<file path="src/sv/rf_unwrapped_timing_histogram_macros.svh">
// ----------------------------------------------------------------------------
// rf_unwrapped_timing_histogram_macros
// assertion macros for the timing histogrammer, empty in synthesis
// ----------------------------------------------------------------------------
`ifndef RF_UNWRAPPED_TIMING_HISTOGRAM_MACROS_SVH
`define RF_UNWRAPPED_TIMING_HISTOGRAM_MACROS_SVH

`ifndef SYNTHESIS

// same-cycle implication
`define RFUTH_ASSERT_IMP(lbl, ck, rn, ante, cons) \
	lbl: assert property (@(posedge ck) disable iff (!rn) (ante) |-> (cons)) \
		else $error("rfuth assertion failed");

// next-cycle implication
`define RFUTH_ASSERT_NXT(lbl, ck, rn, ante, cons) \
	lbl: assert property (@(posedge ck) disable iff (!rn) (ante) |=> (cons)) \
		else $error("rfuth assertion failed");

`else

`define RFUTH_ASSERT_IMP(lbl, ck, rn, ante, cons)

`define RFUTH_ASSERT_NXT(lbl, ck, rn, ante, cons)

`endif

`endif

</file>
<file path="src/sv/rfuth_pkg.sv">
// ----------------------------------------------------------------------------
// rfuth_pkg
// shared types and constants of the timing histogrammer
// ----------------------------------------------------------------------------
`default_nettype none

package rfuth_pkg;

	// command codes on the request port
	localparam logic [1:0] CMD_HIT      = 2'd0;
	localparam logic [1:0] CMD_RD_TIME  = 2'd1;
	localparam logic [1:0] CMD_RD_PHASE = 2'd2;

	localparam int COUNT_W    = 32;
	localparam logic [COUNT_W-1:0] COUNT_MAX = '1;

	// widest addresses over the legal parameter range
	localparam int TADDR_W    = 22;
	localparam int PADDR_W    = 19;
	localparam int TB_W       = 16;  // internal time bin
	localparam int RR_W       = 14;  // rounded phase, holds 8192
	localparam int TIME_W     = 26;  // signed time arithmetic
	localparam int TBIN_OUT_W = 15;
	localparam int RBIN_OUT_W = 12;

	// queue between front and back
	localparam int QDEPTH     = 2;
	localparam int QPTR_W     = 1;

	typedef enum logic [1:0] {
		OP_NONE,
		OP_HIT,
		OP_RD_TIME,
		OP_RD_PHASE
	} op_t;

	typedef enum logic [1:0] {
		BK_CLEAR,
		BK_IDLE,
		BK_UPDATE
	} bk_state_t;

	typedef struct packed {
		op_t                   op;
		logic [TADDR_W-1:0]    taddr;
		logic [PADDR_W-1:0]    paddr;
		logic [TBIN_OUT_W-1:0] tbin;
		logic [RBIN_OUT_W-1:0] rbin;
		logic                  rf_used;
	} item_t;

endpackage

`default_nettype wire

</file>
<file path="src/sv/rfuth_queue.sv">
// ----------------------------------------------------------------------------
// rfuth_queue
// short fifo of classified items between front and back
// ----------------------------------------------------------------------------
`default_nettype none

module rfuth_queue (
	input  wire                clk,
	input  wire                arst_n,
	input  wire                push,
	input  wire rfuth_pkg::item_t item_in,
	input  wire                pop,
	output rfuth_pkg::item_t   item_out,
	output logic               full,
	output logic               empty
);

	rfuth_pkg::item_t                  entry_q [rfuth_pkg::QDEPTH];
	logic [rfuth_pkg::QPTR_W-1:0]      wr_ptr_q;
	logic [rfuth_pkg::QPTR_W-1:0]      rd_ptr_q;
	logic [rfuth_pkg::QPTR_W:0]        cnt_q;

	assign full     = (cnt_q == (rfuth_pkg::QPTR_W + 1)'(rfuth_pkg::QDEPTH));
	assign empty    = (cnt_q == '0);
	assign item_out = entry_q[rd_ptr_q];

	always_ff @(posedge clk or negedge arst_n) begin
		if (!arst_n) begin
			wr_ptr_q <= '0;
			rd_ptr_q <= '0;
			cnt_q    <= '0;
		end else begin
			// depth is a power of two, pointers wrap on their own
			if (push)
				wr_ptr_q <= wr_ptr_q + 1'b1;
			if (pop)
				rd_ptr_q <= rd_ptr_q + 1'b1;
			unique case ({push, pop})
				2'b10:   cnt_q <= cnt_q + 1'b1;
				2'b01:   cnt_q <= cnt_q - 1'b1;
				default: cnt_q <= cnt_q;
			endcase
		end
	end

	always_ff @(posedge clk) begin
		if (push)
			entry_q[wr_ptr_q] <= item_in;
	end

endmodule

`default_nettype wire

</file>
<file path="config.mk">
export PLATFORM = sky130hd
export DESIGN_NAME = rfuth_queue
export DESIGN_NICKNAME = d
export VERILOG_FILES = /design/src/sv/rf_unwrapped_timing_histogram_macros.svh /design/src/sv/rfuth_pkg.sv /design/src/sv/rfuth_queue.sv
export SDC_FILE = /design/constraint.sdc
export NUM_CORES = 1
export LEC_CHECK = 0
export ABC_AREA = 1
export BUFFER_PORTS_ARGS = -buffer_cell sky130_fd_sc_hd__buf_2
export CAP_MARGIN = 40
export CORE_MARGIN = 8
export CORE_UTILIZATION = 45
export CTS_CLUSTER_SIZE = 24
export DETAILED_ROUTE_END_ITERATION = 10
export GPL_TIMING_DRIVEN = 0
export PLACE_DENSITY = 0.75
export SETUP_SLACK_MARGIN = 0.3
export SLEW_MARGIN = 10
export SYNTH_ARGS = -nofsm -noshare
export SYNTH_HDL_FRONTEND = slang
export SYNTH_SLANG_ARGS = --single-unit
</file>
<file path="constraint.sdc">
create_clock -name clk -period 3.9 [get_ports clk]
set_input_delay 0.78 -clock clk [delete_from_list [all_inputs] [get_ports clk]]
set_output_delay 0.78 -clock clk [all_outputs]
set_load 0.01 [all_outputs]
</file>
# Yosys cells after proc, flatten, opt, wreduce, memory -nomap -nowiden
# Memories as Yosys holds them, arrays and structs flattened.
# Index checks and enable logic that the tools add are counted.
[classes] add_sub_neg=4 n_eq_ne=3 muxes=3 n_reduce_logical=2
[op_table] operator="$eq A2 B2 Y1 const B" count=2
[op_table] operator="$pmux W2 S2" count=1
[op_table] operator="$add A1 B1 Y1 const B" count=2
[op_table] operator="$add A2 B1 Y2 const B" count=1
[op_table] operator="$eq A2 B1 Y1 const B" count=1
[op_table] operator="$logic_not A2 Y1" count=1
[op_table] operator="$mux W1" count=2
[op_table] operator="$reduce_bool A2 Y1" count=1
[op_table] operator="$sub A2 B1 Y2 const B" count=1
[word_totals] register_bits=4 ramBits=142 in_bits=75 out_inout_bits=73 wordCells=16 n_memories=1
[memory_table] name="entry_q" depth=2 word_bits=71 rd=1 rd_clocked_by_memory_dff=0 write_ports=1 line="rfuth_queue.sv:18" source="rfuth_pkg::item_t entry_q [rfuth_pkg::QDEPTH];"

# Depth between registers and ports, before layout
# Gate-level depths: netlist of the first run.
[logic_depth] ltp_word=2 depth_mapped=7 ltp_nobuf=7

# Worst setup path before layout of the first run
# No wires, ideal clock.
[synth_timing] path_type="input port to flip-flop" start="input port push" end="memory entry_q[0][0] in the netlist's numbering, enable pin" setup_ns=0.502 arrival_time_ns=3.816 required_time_ns=3.398 path_slack_ns=-0.418 cell_stages=2 path_buffers=0 cell_sequence="inv_1 > nor2_1"
[synth_via] elab_chain_cells=2
[synth_rtl] item="start: declaration" line="rfuth_queue.sv:10" source="input wire push,"
[synth_rtl] item="$mux W1" line="rfuth_queue.sv:47" source="if (push)"
[synth_rtl] item="$mux W1 (not written as such)" line="rfuth_queue.sv:48" source="entry_q[wr_ptr_q] <= item_in;"
[synth_rtl] item="end: declaration" line="rfuth_queue.sv:18"
# Every way passes these cells.

==> impl_metrics.ini, run 1 <==
[timing]
fmax_mhz = 405
setup_viol_count_final = 0
finClkSkew_ns = 0.00377
fin_crit_sh_pct = 63.3
slew_violations = 0
worst_slack_ns = 1.43
fin_crit_ns = 2.47
grt_setup_unrepaired = no
worst_slew_pin_slew_ns = 0.720
slew_headroom_pct = 51.9
whs_ns = 0.170
hold_violations = 0

[worst_setup_path]
critPathLaunchType = flop
end_kind = primary output
arrival_ns = 1.69
critPathMaxFanout = 10
path_class = reg2out
cp.required_ns = 3.12

[synth]
synth_area_leaders = edfxtp_1 77%, inv_1 5.2%, nand2_1 5.1%
synth-main-ff-cell = edfxtp_1
seq_area_frac_synth_pct = 78.5
synth_common_cells = 142 x edfxtp_1, 77 x inv_1, 76 x nand2_1
ys_types = 17
synth_area_leader_cell = edfxtp_1
yosys.cell_count.top_type = edfxtp_1
syn_inst = 395
synth_area_per_cell_um2 = 14.1
synth_edf_count = 142
synth_top_area_share_pct = 76.7
syn_area_um2 = 5560
postSynthRegisterBits = 146
syn_nets = 471
synthArstFlopShare_pct = 2.74
ys.warnings.count = 0

[die]
num_rows = 40
die_area_um2 = 16200
coreArea_um2 = 12100
boundaryPins = 148
die_w_um = 127
start_util_pct = 46.1
die_height_um = 127

[run]
drv_cap = 0

[pwr]
pwr-share-clk_pct = 27.0
power_density_nw_per_um2 = 743
leakagePower_nw = 3.06
vdd_drop_max_v = 0.000575
swShare_pct = 31.8
seq_power_share_pct = 41.0
p_comb_share_pct = 32.0
intPower_mw = 3.60
p_switching_mw = 1.68

[global_route]
grt_max_degree = 37
gr-usage-all-layers_pct = 13.9
grt_overflow = 0
grt_pass1_vias = 3550
grt_pass1_wl_um = 17200
antenna_found_initial = 0

[routing]
postRouteAntennaNets = 0
wl_met1_um = 4490
routedWlPerCell_um = 15.1
wl_um = 11300
drc = 0
dr.first_iter.drc_count = 182
highest_layer = met4
dr_total_vias = 3426
wl_met2_um = 5550
dr_wl_met3_um = 1060
firstDrtPassIters = 4
via_per_inst = 4.60

[place]
port_buffers = 147
pre_cts_slack_ns = 1.74
routabilityCongestion = 0.762
placed_area_um2 = 6590
dpl.hpwl_um = 8160

[final_layout]
area_growth_pct = 27.8
fillCellCount = 936
drive_gt1_share_pct = 33.3
post-route-util_pct = 58.9
antenna_cells = 0
num-nets-final = 640
stdcell_area_um2 = 7110

[cts]
ctsResizeCount = 0
clk_pin_slew_ns = 0.06
clock_path_buffers = 2
clock-sinks = 146
root_buffer = clkbuf_16
cts_tree = yes
postCtsHoldBufs = 0
h-tree-depth = 4
cts_made_buffers = 17
post_cts_buffers = 0
clkLatencyLatePin_ns = 0.41

[worst_hold_path]
hp-class = in2async

[status]
outcome = completed
## cells by family after synthesis
group	count (synthesis)	synth area share, %
AO/OA/AOI/OAI	71	6.52
XOR/XNOR	3	0.473
adder cells (fa/ha/maj)	1	0.225
buffers and inverters	93	8.77
flip-flops	146	78.5
AND/OR/NAND/NOR	81	5.53
## final cells by class
type / instances / area [um2] / share of cell area [%]
plain buffers: 16 / 199 / 2.80
clock buffers: 17 / 425 / 5.98
clock inverters: 14 / 98.8 / 1.39
inverters: 77 / 292 / 4.10
multi-input cells: 156 / 717 / 10.1
flip-flops and latches: 146 / 4360 / 61.4
well taps: 168 / 210 / 2.96
repair buffers: 150 / 803 / 11.3
## layer usage
layer,up-vias,global-route usage (%)
met5,-,0
met4,0,6.30
met3,14,5.70
met2,139,23.8
met1,1599,14.7
li1,1674,-
## metrics by stage
| stage | std cells | setup TNS (ns) | total power [mW] |
|---|---|---|---|
| 3_3_place_gp | 710 | -17.12 | 3.86 |
| 5_1_grt | 744 | 0 | 5.57 |
| 3_5_place_dp | 713 | 0 | 3.92 |
| 6_report | 744 | 0 | 5.28 |
| 4_1_cts | 744 | 0 | 5.35 |
| 2_1_floorplan | 395 | 0 | 3.19 |
## cell usage in the layout (no fill, tap or decap)
cell type and instances:
buf_12 10, buf_16 1, buf_2 147, buf_6 1, bufinv_16 1, clkbuf_1 6
clkbuf_16 17, clkbuf_2 1, clkinv_1 3, clkinv_2 7, clkinvlp_4 3, dfrtp_1 4
edfxtp_1 142, ha_1 1, inv_1 76, inv_4 1, nand2_1 76, nand3_1 1
nand4_1 1, nor2_1 2, nor2_4 1, o21ai_0 52, o21ai_1 17, o21ai_2 2
xnor2_1 1, xor2_1 2
## worst max-delay path, stage by stage (launching register included)
cell      delay (ns)
dfrtp_1         0.39
buf_6           0.15
clkbuf_1        0.21
o21ai_0         0.33
buf_2           0.20
## registers in the layout, summed over array words and instances, names as in the netlist
register	flops
wr_ptr_q	1
cnt_q	2
entry_q	142
rd_ptr_q	1
## power by group through the flow
stage	Clock [mW]	Combinational (mW)	Sequential [mW]
after floorplan	0	0.997	2.19
after global placement	0	1.65	2.21
after detailed placement	0	1.73	2.20
after CTS	1.45	1.74	2.17
after global routing	1.52	1.86	2.19
final	1.42	1.69	2.17
## final timing paths
check,start,end,slack (ns),cells after the start
max,rd_ptr_q,item_out[64],1.43,4
max in group asynchronous,arst_n,wr_ptr_q,3.60,1
min reg2reg,cnt_q[1],cnt_q[1],0.50,2
min,arst_n,cnt_q[1],0.17,1
max reg2reg,wr_ptr_q,entry_q[0][47],2.26,2
min in group clk,cnt_q[1],cnt_q[1],0.50,2
Power figures use the tool's default switching activity.
==> run 2, diff against run 1 <==
Clock period 3.9 ns to 2.1 ns, I/O delays scaled along.
==> run 2 against run 1 <==
Die area unchanged. Clock power is 120% higher. Worst hold slack gained 0.028 ns. Largest power group is now combinational cells.
==> impl_metrics.ini, run 2 (synthesis results as in run 1) <==
[die]
start_util_pct = 46.1
die_w_um = 127
die_area_um2 = 16200
num_rows = 40
coreArea_um2 = 12100
boundaryPins = 148
die_height_um = 127

[place]
port_buffers = 147
dpl.hpwl_um = 8230
placed_area_um2 = 6620
routabilityCongestion = 0.749
pre_cts_slack_ns = 0.149

[routing]
drc = 0
wl_met1_um = 5010
dr_wl_met3_um = 982
wl_met2_um = 5900
routedWlPerCell_um = 16.0
dr_total_vias = 3538
firstDrtPassIters = 6
highest_layer = met4
postRouteAntennaNets = 0
wl_um = 12100
via_per_inst = 4.67
dr.first_iter.drc_count = 283

[global_route]
antenna_found_initial = 0
grt_max_degree = 34
grt_pass1_vias = 3664
grt_overflow = 0
gr-usage-all-layers_pct = 14.5
grt_pass1_wl_um = 17900

[final_layout]
final_cell_mix = 148 x buf_2, 142 x edfxtp_1, 75 x inv_1, 42 x nand2_1, 33 x o21ai_1
largest_reg_flops = 142
antenna_cells = 0
num-nets-final = 653
stdcell_area_um2 = 7730
fillCellCount = 881
reg.largest.list = entry_q x142, cnt_q x2
drive_gt1_share_pct = 45.9
largest_register = entry_q
area_growth_pct = 39.1
final_common_cell = buf_2

[pwr]
power.total_mw = 11.3
power_density_nw_per_um2 = 1460
leakagePower_nw = 3.33
intPower_mw = 7.82
seq_power_share_pct = 35.8
vdd_drop_max_v = 0.000689
p_switching_mw = 3.50
p_comb_share_pct = 36.5
pwr-share-clk_pct = 27.7
swShare_pct = 30.9

[timing]
hold_violations = 0
slew_headroom_pct = 44.2
setup_viol_count_final = 0
slew_violations = 0
worst_slack_ns = 0.170
fin_crit_sh_pct = 91.9
fmax_mhz = 518
finClkSkew_ns = 0.00391
worst_slew_pin_slew_ns = 0.835
grt_setup_unrepaired = yes
fin_crit_ns = 1.93

[worst_setup_path]
arrival_ns = 1.51
reg2reg_to = entry_q[0][43]
cp.required_ns = 1.68
end_kind = primary output
reg2reg_setup_slack_ns = 0.41
rr_startpoint = wr_ptr_q
r2r_cells = 2
path_class = reg2out
critPathMaxFanout = 8
critPathLaunchType = flop

[cts]
h-tree-depth = 4
clock_path_buffers = 2
root_buffer = clkbuf_16
clkLatencyLatePin_ns = 0.40
cts_tree = yes
cts_made_buffers = 17
clk_pin_slew_ns = 0.06
clock-sinks = 146

[worst_hold_path]
holdPathStages = 1
hp-class = in2reg
hp-start = item_in[67]
hold_path_end = entry_q[1][67]

[status]
outcome = completed

[run]
drv_cap = 0
-- run 2: layer usage --
metal	vias up	GRT usage, %
met1	1672	16.6
met4	0	6.23
met3	17	5.57
met2	150	23.9
met5	-	0
li1	1699	-
-- run 2: repair_timing --
action                     in CTS  in global routing
hold buffers                    1                  0
buffers inserted                4                  0
setup endpoints to repair      71                 71
gates cloned                    5                  2
pin swaps                      13                  0
resized for setup              77                 57
hold endpoints to repair        4                  0
-- run 2: final cells by class --
cell class | instances | area [um2] | area share (%)
tap | 168 | 210 | 2.72
buffer | 16 | 256 | 3.32
clock inverter | 13 | 190 | 2.46
sequential | 146 | 4360 | 56.4
multi-input combinational | 156 | 947 | 12.2
inverter | 77 | 305 | 3.95
clock buffer | 19 | 433 | 5.60
timing repair buffer | 163 | 1030 | 13.3
-- run 2: through the flow --
stage / instances / utilization (%) / hold slack (ns) / TNS (ns)
after floorplan: 395 / - / 0.124 / 0
after global placement: 710 / 54.2 / 0.231 / -79.96
after detailed placement: 714 / 54.9 / 0.237 / 0
after CTS: 756 / 62.5 / 0.179 / 0
after global routing: 758 / 64.1 / 0.182 / 0
final: 758 / 64.1 / 0.198 / 0
-- run 2: worst max-delay path by stage --
stage          startpoint  slack (ns)             end
4_1_cts          rd_ptr_q        0.14     item_out[7]
2_1_floorplan    wr_ptr_q        0.19   entry_q[1][0]
3_5_place_dp         push        0.15  entry_q[0][48]
6_report         rd_ptr_q        0.17    item_out[46]
5_1_grt          rd_ptr_q        0.09     item_out[4]
3_3_place_gp         push       -0.57  entry_q[1][48]
-- run 2: power by group through the flow --
stage                     sequential, mW  combinational (mW)  clock (mW)
after floorplan                     4.06                1.86           0
after global placement              4.09                3.08           0
after detailed placement            4.08                3.24           0
after CTS                           4.03                3.86        3.19
after global routing                4.10                4.49        3.30
final                               4.06                4.13        3.14
-- run 2: worst max-delay path, stage by stage, from the launching register on --
cell       delay (ns)
dfrtp_1          0.37
buf_6            0.15
buf_16           0.16
clkbuf_16        0.17
nand2_4          0.05
o21ai_2          0.05
buf_2            0.14
