<file path="config.mk">
export PLATFORM = sky130hd
export DESIGN_NAME = rfuth_front
export DESIGN_NICKNAME = d
export VERILOG_FILES = /design/src/sv/rf_unwrapped_timing_histogram_macros.svh /design/src/sv/rfuth_pkg.sv /design/src/sv/rfuth_front.sv
export SDC_FILE = /design/constraint.sdc
export NUM_CORES = 1
export LEC_CHECK = 0
export BUFFER_PORTS_ARGS = -buffer_cell sky130_fd_sc_hd__clkbuf_2
export CAP_MARGIN = 0
export CORE_UTILIZATION = 40
export DETAILED_ROUTE_END_ITERATION = 7
export GPL_TIMING_DRIVEN = 0
export PLACE_DENSITY = 0.77
export SKIP_CTS_REPAIR_TIMING = 1
export SLEW_MARGIN = 20
export SYNTH_ARGS = -nofsm -noshare
export SYNTH_HDL_FRONTEND = slang
export SYNTH_SLANG_ARGS = --single-unit
</file>
<file path="constraint.sdc">
create_clock -name clk -period 0.85 [get_ports clk]
set_input_delay 0.0425 -clock clk [delete_from_list [all_inputs] [get_ports clk]]
set_output_delay 0.0425 -clock clk [all_outputs]
set_load 0.02 [all_outputs]
</file>
<file path="src/sv/rf_unwrapped_timing_histogram_macros.svh">
// ----------------------------------------------------------------------------
// rf_unwrapped_timing_histogram_macros
// assertion macros for the timing histogrammer, empty in synthesis
// ----------------------------------------------------------------------------
`ifndef RF_UNWRAPPED_TIMING_HISTOGRAM_MACROS_SVH
`define RF_UNWRAPPED_TIMING_HISTOGRAM_MACROS_SVH

`ifndef SYNTHESIS

// same-cycle implication
`define RFUTH_ASSERT_IMP(lbl, ck, rn, ante, cons) \
	lbl: assert property (@(posedge ck) disable iff (!rn) (ante) |-> (cons)) \
		else $error("rfuth assertion failed");

// next-cycle implication
`define RFUTH_ASSERT_NXT(lbl, ck, rn, ante, cons) \
	lbl: assert property (@(posedge ck) disable iff (!rn) (ante) |=> (cons)) \
		else $error("rfuth assertion failed");

`else

`define RFUTH_ASSERT_IMP(lbl, ck, rn, ante, cons)

`define RFUTH_ASSERT_NXT(lbl, ck, rn, ante, cons)

`endif

`endif

</file>
<file path="src/sv/rfuth_pkg.sv">
// ----------------------------------------------------------------------------
// rfuth_pkg
// shared types and constants of the timing histogrammer
// ----------------------------------------------------------------------------
`default_nettype none

package rfuth_pkg;

	// command codes on the request port
	localparam logic [1:0] CMD_HIT      = 2'd0;
	localparam logic [1:0] CMD_RD_TIME  = 2'd1;
	localparam logic [1:0] CMD_RD_PHASE = 2'd2;

	localparam int COUNT_W    = 32;
	localparam logic [COUNT_W-1:0] COUNT_MAX = '1;

	// widest addresses over the legal parameter range
	localparam int TADDR_W    = 22;
	localparam int PADDR_W    = 19;
	localparam int TB_W       = 16;  // internal time bin
	localparam int RR_W       = 14;  // rounded phase, holds 8192
	localparam int TIME_W     = 26;  // signed time arithmetic
	localparam int TBIN_OUT_W = 15;
	localparam int RBIN_OUT_W = 12;

	// queue between front and back
	localparam int QDEPTH     = 2;
	localparam int QPTR_W     = 1;

	typedef enum logic [1:0] {
		OP_NONE,
		OP_HIT,
		OP_RD_TIME,
		OP_RD_PHASE
	} op_t;

	typedef enum logic [1:0] {
		BK_CLEAR,
		BK_IDLE,
		BK_UPDATE
	} bk_state_t;

	typedef struct packed {
		op_t                   op;
		logic [TADDR_W-1:0]    taddr;
		logic [PADDR_W-1:0]    paddr;
		logic [TBIN_OUT_W-1:0] tbin;
		logic [RBIN_OUT_W-1:0] rbin;
		logic                  rf_used;
	} item_t;

endpackage

`default_nettype wire

</file>
<file path="src/sv/rfuth_front.sv">
// ----------------------------------------------------------------------------
// rfuth_front
// takes requests, works out time and phase bins, holds one classified item
// ----------------------------------------------------------------------------
`default_nettype none

module rfuth_front #(
	parameter int CHANNELS   = 64,
	parameter int TIME_BINS  = 32768,
	parameter int PHASE_BINS = 4096
) (
	input  wire                  clk,
	input  wire                  arst_n,
	input  wire                  accept,
	input  wire                  full,
	input  wire  [1:0]           command,
	input  wire  [5:0]           channel,
	input  wire  [23:0]          cfd_time,
	input  wire  [19:0]          stamp,
	input  wire                  rf_valid,
	input  wire  signed [17:0]   rf_phase,
	input  wire  [14:0]          bin_index,
	output logic                 push,
	output logic                 hold,
	output rfuth_pkg::item_t     item
);

	logic                              valid_s1;
	rfuth_pkg::item_t                  item_s1;
	rfuth_pkg::item_t                  cls;

	logic                              chan_ok;
	logic [12:0]                       q;
	logic [3:0]                        f;
	logic                              up;
	logic [rfuth_pkg::RR_W-1:0]        rr;
	logic [rfuth_pkg::RR_W-1:0]        r;
	logic signed [rfuth_pkg::TIME_W-1:0] raw;
	logic signed [rfuth_pkg::TIME_W-1:0] tr;
	logic [rfuth_pkg::TB_W-1:0]        tb;
	logic [rfuth_pkg::TB_W-1:0]        sel_tbin;
	logic [14:0]                       sel_rbin;
	logic                              hit;
	logic                              rf_use;

	always_comb begin
		chan_ok = {1'b0, channel} < 7'(CHANNELS);

		// phase rounding, half to even
		q  = rf_phase[16:4];
		f  = rf_phase[3:0];
		up = (f > 4'd8) || ((f == 4'd8) && q[0]);
		rr = {1'b0, q} + {{(rfuth_pkg::RR_W-1){1'b0}}, up};
		if (rf_phase[17] || (rr >= rfuth_pkg::RR_W'(PHASE_BINS))) begin
			r = rfuth_pkg::RR_W'(PHASE_BINS - 100);
		end else begin
			r = rr;
		end

		raw = $signed({2'b00, cfd_time}) - $signed({2'b00, stamp, 4'b0000});
		tr  = raw - $signed({12'b0, r}) + $signed(rfuth_pkg::TIME_W'(TIME_BINS / 2));

		priority if (!rf_valid) begin
			tb = rfuth_pkg::TB_W'(TIME_BINS - 400);
		end else if (tr < 0) begin
			tb = rfuth_pkg::TB_W'(TIME_BINS - 200);
		end else if (tr >= $signed(rfuth_pkg::TIME_W'(TIME_BINS))) begin
			tb = rfuth_pkg::TB_W'(TIME_BINS - 300);
		end else begin
			tb = tr[rfuth_pkg::TB_W-1:0];
		end

		cls.op = rfuth_pkg::OP_NONE;
		if (chan_ok) begin
			unique case (command)
				rfuth_pkg::CMD_HIT: begin
					cls.op = rfuth_pkg::OP_HIT;
				end
				rfuth_pkg::CMD_RD_TIME: begin
					if ({2'b00, bin_index} < 17'(TIME_BINS))
						cls.op = rfuth_pkg::OP_RD_TIME;
				end
				rfuth_pkg::CMD_RD_PHASE: begin
					if ({1'b0, bin_index} < 16'(PHASE_BINS))
						cls.op = rfuth_pkg::OP_RD_PHASE;
				end
				default: begin
					cls.op = rfuth_pkg::OP_NONE;
				end
			endcase
		end

		hit      = (cls.op == rfuth_pkg::OP_HIT);
		rf_use   = hit && rf_valid;
		sel_tbin = hit ? tb : {1'b0, bin_index};
		sel_rbin = hit ? {1'b0, r} : bin_index;

		if (cls.op == rfuth_pkg::OP_NONE) begin
			cls.taddr = '0;
			cls.paddr = '0;
		end else begin
			cls.taddr = rfuth_pkg::TADDR_W'(channel) * rfuth_pkg::TADDR_W'(TIME_BINS)
				+ rfuth_pkg::TADDR_W'(sel_tbin);
			cls.paddr = rfuth_pkg::PADDR_W'(channel) * rfuth_pkg::PADDR_W'(PHASE_BINS)
				+ rfuth_pkg::PADDR_W'(sel_rbin);
		end
		cls.tbin    = hit ? tb[rfuth_pkg::TBIN_OUT_W-1:0] : '0;
		cls.rbin    = rf_use ? r[rfuth_pkg::RBIN_OUT_W-1:0] : '0;
		cls.rf_used = rf_use;
	end

	assign push = valid_s1 && !full;
	assign hold = valid_s1 && full;
	assign item = item_s1;

	always_ff @(posedge clk or negedge arst_n) begin
		if (!arst_n) begin
			valid_s1 <= 1'b0;
		end else if (accept) begin
			valid_s1 <= 1'b1;
		end else if (push) begin
			valid_s1 <= 1'b0;
		end
	end

	always_ff @(posedge clk) begin
		if (accept)
			item_s1 <= cls;
	end

endmodule

`default_nettype wire

</file>
[Word-level counts from Yosys, hierarchy flattened]
Index checks and enable logic that the tools add are counted.
Cells by class
  add/subtract/negate cells: 6
  magnitude comparators: 5
  equal/unequal tests: 4
  muxes and demuxes: 10
  reductions and logical operators: 10
Operators with widths (number)
  16-bit 2-to-1 mux: 4
  26-bit by 16-bit adder with 26-bit output, second input constant: 1
  26-bit by 17-bit greater-or-equal comparator with 1-bit output, second input constant: 1
  26-bit by 1-bit < comparator with 1-bit output, second input constant: 1
  25-bit by 15-bit subtractor with 26-bit output: 1
  24-bit by 24-bit subtractor with 25-bit output: 1
  21-bit by 16-bit adder with 22-bit output: 1
  18-bit by 15-bit adder with 19-bit output: 1
  15-bit by 13-bit < comparator with 1-bit output, second input constant: 1
  15-bit 2-to-1 mux: 1
  13-bit by 1-bit adder with 14-bit output: 1
  14-bit by 13-bit greater-or-equal comparator with 1-bit output, second input constant: 1
  14-bit 2-to-1 mux: 1
  2-bit one-hot mux with 3 select lines: 1
  2-bit by 1-bit equality test with 1-bit output, second input constant: 2
  4-bit equality test, second input constant: 1
  4-bit greater-than comparator, second input constant: 1
  1-bit logical AND: 4
  2-bit zero test: 2
  2-bit equality test, second input constant: 1
  1-bit logical OR: 2
  1-bit 2-to-1 mux: 2
  2-bit 2-to-1 mux: 1
  2-bit nonzero test: 1
  1-bit zero test: 1
Word-level totals
  flip-flop bits (word level): 72
  bits of input ports: 90
  output and inout port bits: 73

[Longest topological paths before layout]
Gate-level depths: netlist (run 1).
  word-level depth: 15
  mapped depth: 26
  gate-level depth less buffers: 25

[Worst setup path after synthesis (run 1)]
Ideal clock, no wire load.
  path kind: in2reg
  start point: input port rf_phase[3]
  end point: register item_s1 (netlist bit item[59]), data pin
  arrival time: 5041 ps
  required time: 589 ps
  path slack: -4451 ps
  cell stages on the path: 23
  path buffers: 1
  path through: and3_1 -> and3_1 -> and2_1 -> and4_1 -> clkbuf_1 -> and4_1 -> a211oi_1 -> nand2_1 -> ha_1 -> ha_1 -> inv_1 -> fa_1 -> nor2b_1 -> o311ai_1 -> and2_1 -> a21oi_2 -> a211oi_2 -> o21ai_0 -> xor2_1 -> or4_4 -> nor4_4 -> nand3_4 -> o311a_1
Between the ends
  cells in the longest elaborated chain, start to end: 15
  elaborated cells between the ends (all ways): 17
  those cells by class: 4 x add/sub; 4 x order compare; 1 x eq/ne; 5 x mux; 3 x reduce/logical
Ends and longest elaborated chain
  from (decl): RTL line rfuth_front.sv:21  | input wire signed [17:0] rf_phase,
  branches (longest 2 deep; another with 4-bit greater-than comparator)
  1-bit logical OR *: RTL line rfuth_front.sv:52  | up = (f > 4'd8) || ((f == 4'd8) && q[0]);
  13-bit by 1-bit adder with 14-bit output *: RTL line rfuth_front.sv:53  | rr = {1'b0, q} + {{(rfuth_pkg::RR_W-1){1'b0}}, up};
  14-bit by 13-bit greater-or-equal comparator with 1-bit output: RTL line rfuth_front.sv:54  | if (rf_phase[17] || (rr >= rfuth_pkg::RR_W'(PHASE_BINS))) begin
  1-bit logical OR: RTL line rfuth_front.sv:54
  14-bit 2-to-1 mux *: RTL line rfuth_front.sv:54
  25-bit by 15-bit subtractor with 26-bit output *: RTL line rfuth_front.sv:61  | tr = raw - $signed({12'b0, r}) + $signed(rfuth_pkg::TIME_W'(TIME_BINS / 2));
  26-bit by 16-bit adder with 26-bit output *: RTL line rfuth_front.sv:61
  26-bit by 17-bit greater-or-equal comparator with 1-bit output: RTL line rfuth_front.sv:67  | end else if (tr >= $signed(rfuth_pkg::TIME_W'(TIME_BINS))) begin
  16-bit 2-to-1 mux: RTL line rfuth_front.sv:67
  16-bit 2-to-1 mux *: RTL line rfuth_front.sv:65  | end else if (tr < 0) begin
  16-bit 2-to-1 mux *: RTL line rfuth_front.sv:63  | priority if (!rf_valid) begin
  16-bit 2-to-1 mux *: RTL line rfuth_front.sv:95  | sel_tbin = hit ? tb : {1'b0, bin_index};
  21-bit by 16-bit adder with 22-bit output *: RTL line rfuth_front.sv:103  | + rfuth_pkg::TADDR_W'(sel_tbin);
  to (signal assigned): RTL line rfuth_front.sv:128  | item_s1 <= cls;
  to (decl): RTL line rfuth_front.sv:29  | rfuth_pkg::item_t item_s1;
Mark *: on every way between the ends.
A chain may end at the register's enable or synchronous reset.

[Worst setup path in the final report (run 1)]
  start point: input port rf_phase[5]
  end point: register item_s1 (netlist bit item[16]), data pin
Between the ends
  cells in the longest elaborated chain, start to end: 10
  elaborated cells between the ends (all ways): 11
  those cells by class: 3 x add/sub; 3 x order compare; 4 x mux; 1 x reduce/logical
Ends and longest elaborated chain (RTL line)
  13-bit by 1-bit adder with 14-bit output *: rfuth_front.sv:53
  14-bit by 13-bit greater-or-equal comparator with 1-bit output: rfuth_front.sv:54
  1-bit logical OR: rfuth_front.sv:54
  14-bit 2-to-1 mux *: rfuth_front.sv:54
  25-bit by 15-bit subtractor with 26-bit output *: rfuth_front.sv:61
  26-bit by 16-bit adder with 26-bit output *: rfuth_front.sv:61
  26-bit by 17-bit greater-or-equal comparator with 1-bit output: rfuth_front.sv:67
  16-bit 2-to-1 mux: rfuth_front.sv:67
  16-bit 2-to-1 mux *: rfuth_front.sv:65
  16-bit 2-to-1 mux *: rfuth_front.sv:63
Mark *: on every way between the ends. The rest lies on a longest branch, timed or not.

==> results.md, run 1 <==
* Yosys reg bits at between 70 and 80
* Die height at ~120 µm
* Largest net degree at the start of global routing at 46
* VDD IR max at a little over 0.001 V
* Worst path depth at 25
* Crit path launch: rf_phase[5]
* GPL Wtd Cong at 0.8832
* ANT nets after route at 0
* Flop-to-flop setup slack at -0.12 ns
* H-tree depth at 3
* Gr usage total at 0.1889
* Ys Warns at 0
* Commonest cells after routing, fill and taps aside: 91 x clkbuf_2, 71 x edfxtp_1, 48 x nor2_1, 48 x buf_6, 43 x inv_1
* Max-cap violations at 0
* Proportion of layout cells with a drive suffix above 1 at 0.4601
* Starting density of the core at 0.4111
* Post-synthesis sequential area ratio at 0.3597
* Worst path max stage delay at approximately 0.43 ns
* Root Driver: clkbuf_16
* Final worst-path cycle share at 5.688
* CP max FO at 7
* RSZ-0062 raised after global routing: yes
* Violated checks: setup timing
* Die X at between 100 and 150 µm
* Crit-path slowest cell: a211o_4
* WHS at about 0.039 ns
* Syn Area/Cell at approximately 9.5 µm²
* Sequential cell area at 2157 µm²
* Antenna fix cells at 0
* Clk_skew at 0 ns
* Place WS at -4.949 ns
* Final worst slack at -3.985 ns
* Clock Sinks at 72
* Share of synthesized flip-flops with an asynchronous set or reset at 0.01389
* Final Hold Fails at 0
* Rows at between 40 and 50
* EDFF count, synth at 71
* R2R cell count at 3
* Antenna violations before repair at 0
* Fmax at 206.8 MHz
* Crit path top cell by count: buf_6
* Multi-input gate area at ~4400 µm²
* End of the critical path: item[16]
* Layout fillers at approximately 1200
* Reg-to-Reg End: valid_s1
* Count of cell types in the netlist at 80
* Setup CP Type: input port to flip-flop
* Top_reg_cell synth: edfxtp_1
* Worst-Margin Slew at 0.6475 ns
* Buffers & Inverters on Critical Path at 5
* P&R area growth vs syn at 49.89%
* Max-slew headroom at 0.5684
* Detailed Route WL at ~17000 µm
* Commonest non-fill, non-tap cell in the layout: clkbuf_2
* CP top delay family: simple AND/OR/NAND/NOR gates
* Post-Synthesis Cell Area at ~6000 µm²
* CTS tree: done
* Routed vias at about 5800
* RR Startpoint: valid_s1
* Hold WC Path Type: input port to async pin
* Crit path time final at 4.835 ns
* Max Slew Vio Count at 0
* Initial drt markers at around 420
* Worst path arrival time at between 4 and 5 ns
* Status: complete, but fails checks
* CP required at 0.92 ns
* GRT Residual Overflow at 0
* CTS clk-pin slew, worst paths at ~0.05 ns
* Final setup fails at about 140
* CTS Buf Count at 9
* Die Area at roughly 15000 µm²
* Skew-Pair Late Insertion Delay at approximately 0.33 ns
* Total Nets Final at around 1000
* Core box area at approximately 15000 µm²
* Critical path endpoint category: flip-flop
* Cell count after synthesis at around 630
* First-pass DRT Iterations at 5
* First-pass GRT wire length at ~24000 µm
* Vias in the first global route at approximately 4800
* Dpl hpwl at approximately 12000 µm
* I/O pin total at about 160
* Vias per Instance at 5.483
* Power per cell area at roughly 1800 nW/µm²
* P_leak at about 4 nW
* Routed length per placed instance at 16.36 µm
* DRC Markers at 0
* Crit path launch type: input port
* Port bufs at roughly 160
* Clk buf depth at 2
[how the worst min path moves through the flow]
| stage | start | endpoint | slack (ns) | cells past startpoint |
|---|---|---|---|---|
| final | arst_n | valid_s1 | 0.04 | 2 |
| after global routing | arst_n | valid_s1 | 0.04 | 2 |
| after CTS | arst_n | valid_s1 | -0.53 | 1 |
| after detailed placement | arst_n | valid_s1 | -0.18 | 1 |
| after global placement | arst_n | valid_s1 | -0.18 | 1 |
| after floorplan | arst_n | valid_s1 | -0.25 | 0 |
[cells by family (layout without fill, tap and decap cells)]
group                    Yosys count  in the layout  share of synthesized area
AO/OA/AOI/OAI                    179            179                     0.2032
XOR/XNOR                          46             46                    0.06718
adder cells (fa/ha/maj)           66             66                     0.1415
buffers and inverters             68            300                    0.04840
flip-flops                        72             72                     0.3597
multiplexers                       5              5                   0.009388
other                              2              3                   0.001252
AND/OR/NAND/NOR                  194            194                     0.1694
[cell type report]
cell class	instances	share of cell area
flip-flops and latches	72	0.2400
multi-input cells	493	0.4947
plain buffers	19	0.01823
repair buffers	218	0.1700
clock inverters	4	0.003062
clock buffers	12	0.02854
inverters	47	0.01991
well taps	184	0.02561
[synth_stat cells, types with 13 or more instances]
cell type  instances  area, µm²
xnor2_1           26      227.7
nand3_1           13      65.06
nand2_1           39      146.4
a21o_1            21      157.7
nor2_1            61      229.0
edfxtp_1          71       2132
o21ai_0           27      135.1
ha_1              63      788.3
xor2_1            20      175.2
a21oi_1           56      280.3
inv_1             47      176.4
o21a_1            13      97.59
[flip-flops by register name, summed over array words and instances, names as in the netlist]
register	count
item	71
valid_s1	1
[per-layer routing]
metal | track usage | share of wire
met1 | 0.2501 | 0.42
met2 | 0.3172 | 0.51
met3 | 0.02448 | 0.058
met4 | 0.06308 | 0.018
met5 | 0 | 0
[where the power goes]
group | total, mW | switching, mW | leakage [nW] | internal [mW]
Sequential | 4.37 | 0.107 | 0.693 | 4.26
Combinational | 8.41 | 4.65 | 3.05 | 3.76
Clock | 3.57 | 1.43 | 0.143 | 2.14
[metrics by stage]
step	cell area [µm²]	setup TNS (ns)	utilization	std cells	total power, mW
3_3_place_gp	7351	-243.43	0.5039	978	10.82
4_1_cts	7657	-162.75	0.5249	995	14.48
6_report	8989	-144.63	0.6161	1049	16.35
5_1_grt	8989	-152.86	0.6161	1049	17.16
3_5_place_dp	7373	-192.04	0.5054	979	10.92
2_1_floorplan	6315	-143.40	-	633	9.280
Note: power is estimated with default switching activity, not from simulation.
==> run 2, diff against run 1 <==
ABC_AREA = 1   (was default)
PLACE_DENSITY = 0.66   (was 0.77)
==> run 2 against run 1 <==
  * The run still ends with setup timing left
  * Global-route usage increased by 1.5 points
  * Via count increased by 9.0%
  * Register-to-register slack improved by 0.03 ns
  * Clock power decreased by 3%
  * Critical endpoint is now item[53]
  * Highest routed layer unchanged
==> results.md, run 2 <==
* Status: complete, but fails checks
* Violated checks: setup timing
* Die X at roughly 130 µm
* Yosys reg bits at 72
* Syn Area/Cell at about 7.5 µm²
* RSZ-0062 raised after global routing: yes
* First-pass GRT wire length at ~26000 µm
* H-tree depth at 3
* Final setup fails at ~140
* Worst path max stage delay at about 0.33 ns
* Final worst slack at -3.226 ns
* Hold WC Path Type: input port to async pin
* Gr usage total at 0.2041
* Skew-Pair Late Insertion Delay at between 0.3 and 0.4 ns
* Synth area leader: edfxtp_1
* Crit-path slowest cell: fa_2
* R2R cell count at 4
* Vias in the first global route at 5481
* Total Nets Final at between 1000 and 1500
* Antenna fix cells at 0
* Top post-synthesis cells by count: 199 x nand2_1, 149 x inv_1, 83 x nor2_1
* CTS tree: done
* Cell count after synthesis at about 840
* DRC Markers at 0
* Detailed Route WL at approximately 18000 µm
* First-pass DRT Iterations at 5
* Antenna violations before repair at 0
* CP required at slightly above 0.9 ns
* GRT Residual Overflow at 0
* Setup CP Type: input port to flip-flop
* Ys Warns at 0
* Fmax at approximately 250 MHz
* Crit path top cell by count: nor2_4
* Clock Sinks at 72
* Die Area at approximately 16000 µm²
* TNS Setup at -124.00 ns
* CTS Buf Count at 9
* VDD IR max at 0.0008271 V
* Worst path arrival time at a little over 4 ns
* ANT nets after route at 0
* GPL Wtd Cong at 0.8648
* Dpl hpwl at ~13000 µm
* Commonest cells after routing, fill and taps aside: 158 x nand2_1, 128 x inv_1, 85 x clkbuf_2, 72 x nor2_1, 71 x edfxtp_1
* Largest net degree at the start of global routing at between 50 and 60
* Vias per Instance at 4.903
* P_leak at around 4.6 nW
* Post-Synthesis Cell Area at between 6000 and 7000 µm²
* Clk buf depth at 2
* Top_reg_cell synth: edfxtp_1
* Most common cell in the netlist: nand2_1
* Count of cell types in the netlist at 47
* Routed vias at ~6300
* Max-slew headroom at 0.5825
* Starting density of the core at 0.4136
* Crit path launch type: input port
* Worst-Margin Slew at around 0.63 ns
* Number of flip-flops in the largest register at 71
* Non-Filler Instances at 1279
* Commonest non-fill, non-tap cell in the layout: nand2_1
* Crit path time final at 4.076 ns
* Rows at 45
* EDFF count, synth at 71
* Die height at between 100 and 150 µm
* P&R area growth vs syn at 47.01%
* Proportion of layout cells with a drive suffix above 1 at 0.3876
* Post-synthesis sequential area ratio at 0.3405
* Power per cell area at roughly 1700 nW/µm²
* Final worst-path cycle share at 4.795
* I/O pin total at around 160
* Port bufs at approximately 160
* Max-cap violations at 0
* Placed Cells at 1219
* Top cell type's share of synthesized area at 0.3366
* Max Slew Vio Count at 0
* Root Driver: clkbuf_16
* Core box area at roughly 15000 µm²
* Final Hold Fails at 0
* Largest cells by area after synthesis: edfxtp_1 34%, ha_1 12%, nand2_1 12%
* Initial drt markers at between 300 and 400
* Clk_skew at 0 ns
* Critical path endpoint category: flip-flop
* CP max FO at 8
* CTS clk-pin slew, worst paths at around 0.060 ns
* Routed length per placed instance at ~14 µm
* Share of synthesized flip-flops with an asynchronous set or reset at 0.01389
==> run 2: worst paths after layout <==
kind,start,endpoint,slack (ns)
max,rf_phase[3],item[53],-3.23
min,arst_n,valid_s1,0.03
max reg2reg,valid_s1,valid_s1,-0.09
min reg2reg,valid_s1,valid_s1,0.69
max in group asynchronous,arst_n,valid_s1,0.74
min in group clk,channel[5],item[45],0.09
==> run 2: power breakdown <==
group / internal (mW) / switching, mW
registers: 4.26 / 0.138
logic: 3.39 / 5.00
clock network: 1.99 / 1.49
==> run 2: logic make-up after synthesis <==
group                    after synthesis  synth area share
flip-flops                            72            0.3405
XOR/XNOR                              21           0.02903
other                                  2          0.001186
buffers and inverters                168           0.09955
AO/OA/AOI/OAI                        104           0.09165
adder cells (fa/ha/maj)               66            0.1339
AND/OR/NAND/NOR                      411            0.3042
==> run 2: per-layer routing <==
layer / vias to the layer above / GRT usage / share of wire
li1: 3198 / - / -
met1: 2871 / 0.2702 / 0.44
met2: 189 / 0.3510 / 0.50
met3: 13 / 0.02755 / 0.051
met4: 0 / 0.05052 / 0.012
met5: - / 0 / 0
==> run 2: area by class of cell <==
type	instances	area, µm²
buffer	6	48.80
fill	1302	6002
clock inverter	6	43.79
tap	211	264.0
sequential	72	2157
timing repair buffer	206	1582
timing repair inverter	1	7.507
clock buffer	10	229.0
multi-input combinational	605	4350
inverter	162	630.6
==> run 2: worst max-delay path: cells and delay by family <==
| family | cells | cell delay [ns] |
|---|---|---|
| compound gates | 3 | 0.30 |
| fa+ha+maj | 3 | 0.66 |
| buf+inv | 10 | 0.64 |
| simple gates | 24 | 2.45 |
==> run 2: stage by stage <==
stage               hold WS (ns)  area, µm²  total power, mW    util  setup slack [ns]
finish                   0.02522       9313            16.27  0.6081            -3.226
global route             0.04180       9313            17.38  0.6081            -3.534
CTS                      -0.5329       8016            14.72  0.5234            -3.632
detailed placement       -0.1789       7744            11.26  0.5056            -3.961
global placement         -0.1781       7714            11.15  0.5037            -3.882
floorplan                -0.2531       6639            9.542       -            -2.864
==> run 3, diff against run 2 <==
CORE_UTILIZATION = 30   (was 40)
PLACE_DENSITY = default   (was 0.66)
==> run 3 against run 2 <==
  * Non-clock buffer count up 5
  * Highest routed layer unchanged
  * First-iteration DRC count down 11%
  * Register-to-register slack about the same
  * Die area up 33%
  * Core utilization down 15 points
  * Via count up 0.27%
  * Largest cell class unchanged
  * Worst setup slack worse by 0.049 ns
  * Final area about the same
  * The flow still finishes with violations (setup timing)
  * Hold slack worse by 0.018 ns
  * Count of clock-buffer cells in the layout down 1
  * Clock skew unchanged
  * Final cell count up 4.9%
==> results.md, run 3 (synthesized netlist as in run 2, its figures left out) <==
* RSZ-0062 raised after global routing: yes
* Die Area at 21700 µm²
* Dpl hpwl at ~14000 µm
* Post-layout total power at 16.02 mW
* Crit-path slowest cell: fa_2
* ANT nets after route at 0
* CP required at approximately 0.9 ns
* Starting density of the core at 0.3091
* Worst-Margin Slew at approximately 0.71 ns
* Largest net degree at the start of global routing at 56
* Worst path arrival time at roughly 4.2 ns
* Sequential cell area at 2157 µm²
* P_leak at about 4.5 nW
* First-pass DRT Iterations at 5
* Area post-placement at around 7800 µm²
* Multi-input gate area at 4324 µm²
* CTS tree: done
* Critical path endpoint category: flip-flop
* Final worst slack at -3.274 ns
* VDD IR max at between 0.0008 and 0.0009 V
* Port bufs at ~160
* Vias per Instance at ~4.7
* Final worst-path cycle share at 4.852
* Max Slew Vio Count at 0
* Core box area at 20490 µm²
* Power per cell area at 1722 nW/µm²
* Rows at 52
* Fmax at ~240 MHz
* Final setup fails at ~130
* Vias in the first global route at about 5700
* Crit path time final at approximately 4.1 ns
* I/O pin total at about 160
* Max-slew headroom at 0.5272
* Hold WC Path Type: input port to async pin
* Routed length per placed instance at ~13 µm
* Skew-Pair Late Insertion Delay at 0.33 ns
* Number of flip-flops in the largest register at just over 70
* Final Core Density at 0.4540
* Detailed Route WL at roughly 18000 µm
* Max-cap violations at 0
* Routed vias at roughly 6300
* CP max FO at 8
* Commonest non-fill, non-tap cell in the layout: nand2_1
* P&R area growth vs syn at 46.87%
* Layout fillers at about 2000
* Initial drt markers at 270
* CTS clk-pin slew, worst paths at ~0.060 ns
* Die height at about 150 µm
* Proportion of layout cells with a drive suffix above 1 at 0.3983
* Die X at approximately 150 µm
* First-pass GRT wire length at between 20000 and 30000 µm
* H-tree depth at 3
* Crit path top cell by count: nor2_4
* Crit path launch type: input port
* Clock Sinks at 72
* Status: complete, but fails checks
* Total Nets Final at 1224
* Final instance area at between 9000 and 10000 µm²
* CTS Buf Count at 9
* Worst path max stage delay at 0.38 ns
* Clk_skew at 0 ns
* Antenna fix cells at 0
* GRT Residual Overflow at 0
* DRC Markers at 0
* GPL Wtd Cong at approximately 0.85
* Commonest cells after routing, fill and taps aside: 161 x nand2_1, 123 x inv_1, 86 x clkbuf_2, 71 x edfxtp_1, 69 x nor2_1
* Violated checks: setup timing
* Final Hold Fails at 0
* Root Driver: clkbuf_16
* Antenna violations before repair at 0
* Gr usage total at 0.1577
* Clk buf depth at 2
* Setup CP Type: input port to flip-flop
run 3: cell types whose count changed in the layout (fill, tap and decap cells not counted), sizes merged:
cell,change
clkinvlp,+1
inv,-1
buf,+4
run 3: cell type report:
class                           count  area share
Buffer                              6    0.005245
Clock inverter                      6    0.003900
Inverter                          162     0.06751
Timing Repair inverter              1   0.0008069
Sequential cell                    72      0.2318
Multi-Input combinational cell    605      0.4648
Clock buffer                        9     0.02421
Tap cell                          270     0.03631
Timing Repair Buffer              211      0.1654
run 3: worst paths after layout:
path                                   from  slack [ns]  cells past startpoint  endpoint
max in group asynchronous            arst_n        0.76                      2  valid_s1
worst min-delay path                 arst_n       0.007                      2  valid_s1
worst min register to register     valid_s1        0.71                      4  valid_s1
worst max register to register     valid_s1       -0.10                      4  valid_s1
min in group clk                 channel[5]        0.09                      2  item[45]
worst max-delay path            rf_phase[3]       -3.27                     41  item[49]
run 3: stage by stage:
step           TNS (ns)  hold slack, ns  setup slack, ns  std cells
6_report        -123.73        0.007022           -3.274       1342
5_1_grt         -138.23         0.01285           -3.565       1342
4_1_cts         -138.05         -0.5365           -3.662       1293
3_5_place_dp    -163.02         -0.1811           -3.994       1278
3_3_place_gp    -221.10         -0.1811           -4.005       1277
2_1_floorplan   -106.37         -0.2531           -2.864        845
run 3: report_power, final:
group	total [mW]	switching, mW	internal (mW)
Sequential	4.38	0.121	4.26
Combinational	8.25	5.03	3.22
Clock	3.39	1.45	1.94
Total	16.0	6.60	9.42
run 3: routing by layer:
metal	vias to the layer above	global-route usage	wire length (µm)
li1	3215	-	-
met1	2867	0.2089	8181
met2	193	0.2656	8537
met3	13	0.02205	975
met4	0	0.04691	198
met5	-	0	0
run 3: worst max-delay path: cells and delay by family:
family                     cells  cell delay [ns]
AOI/OAI and AO/OA              3             0.28
buffers and inverters         11             0.77
adders and majority gates      3             0.70
and+or+nand+nor               24             2.38
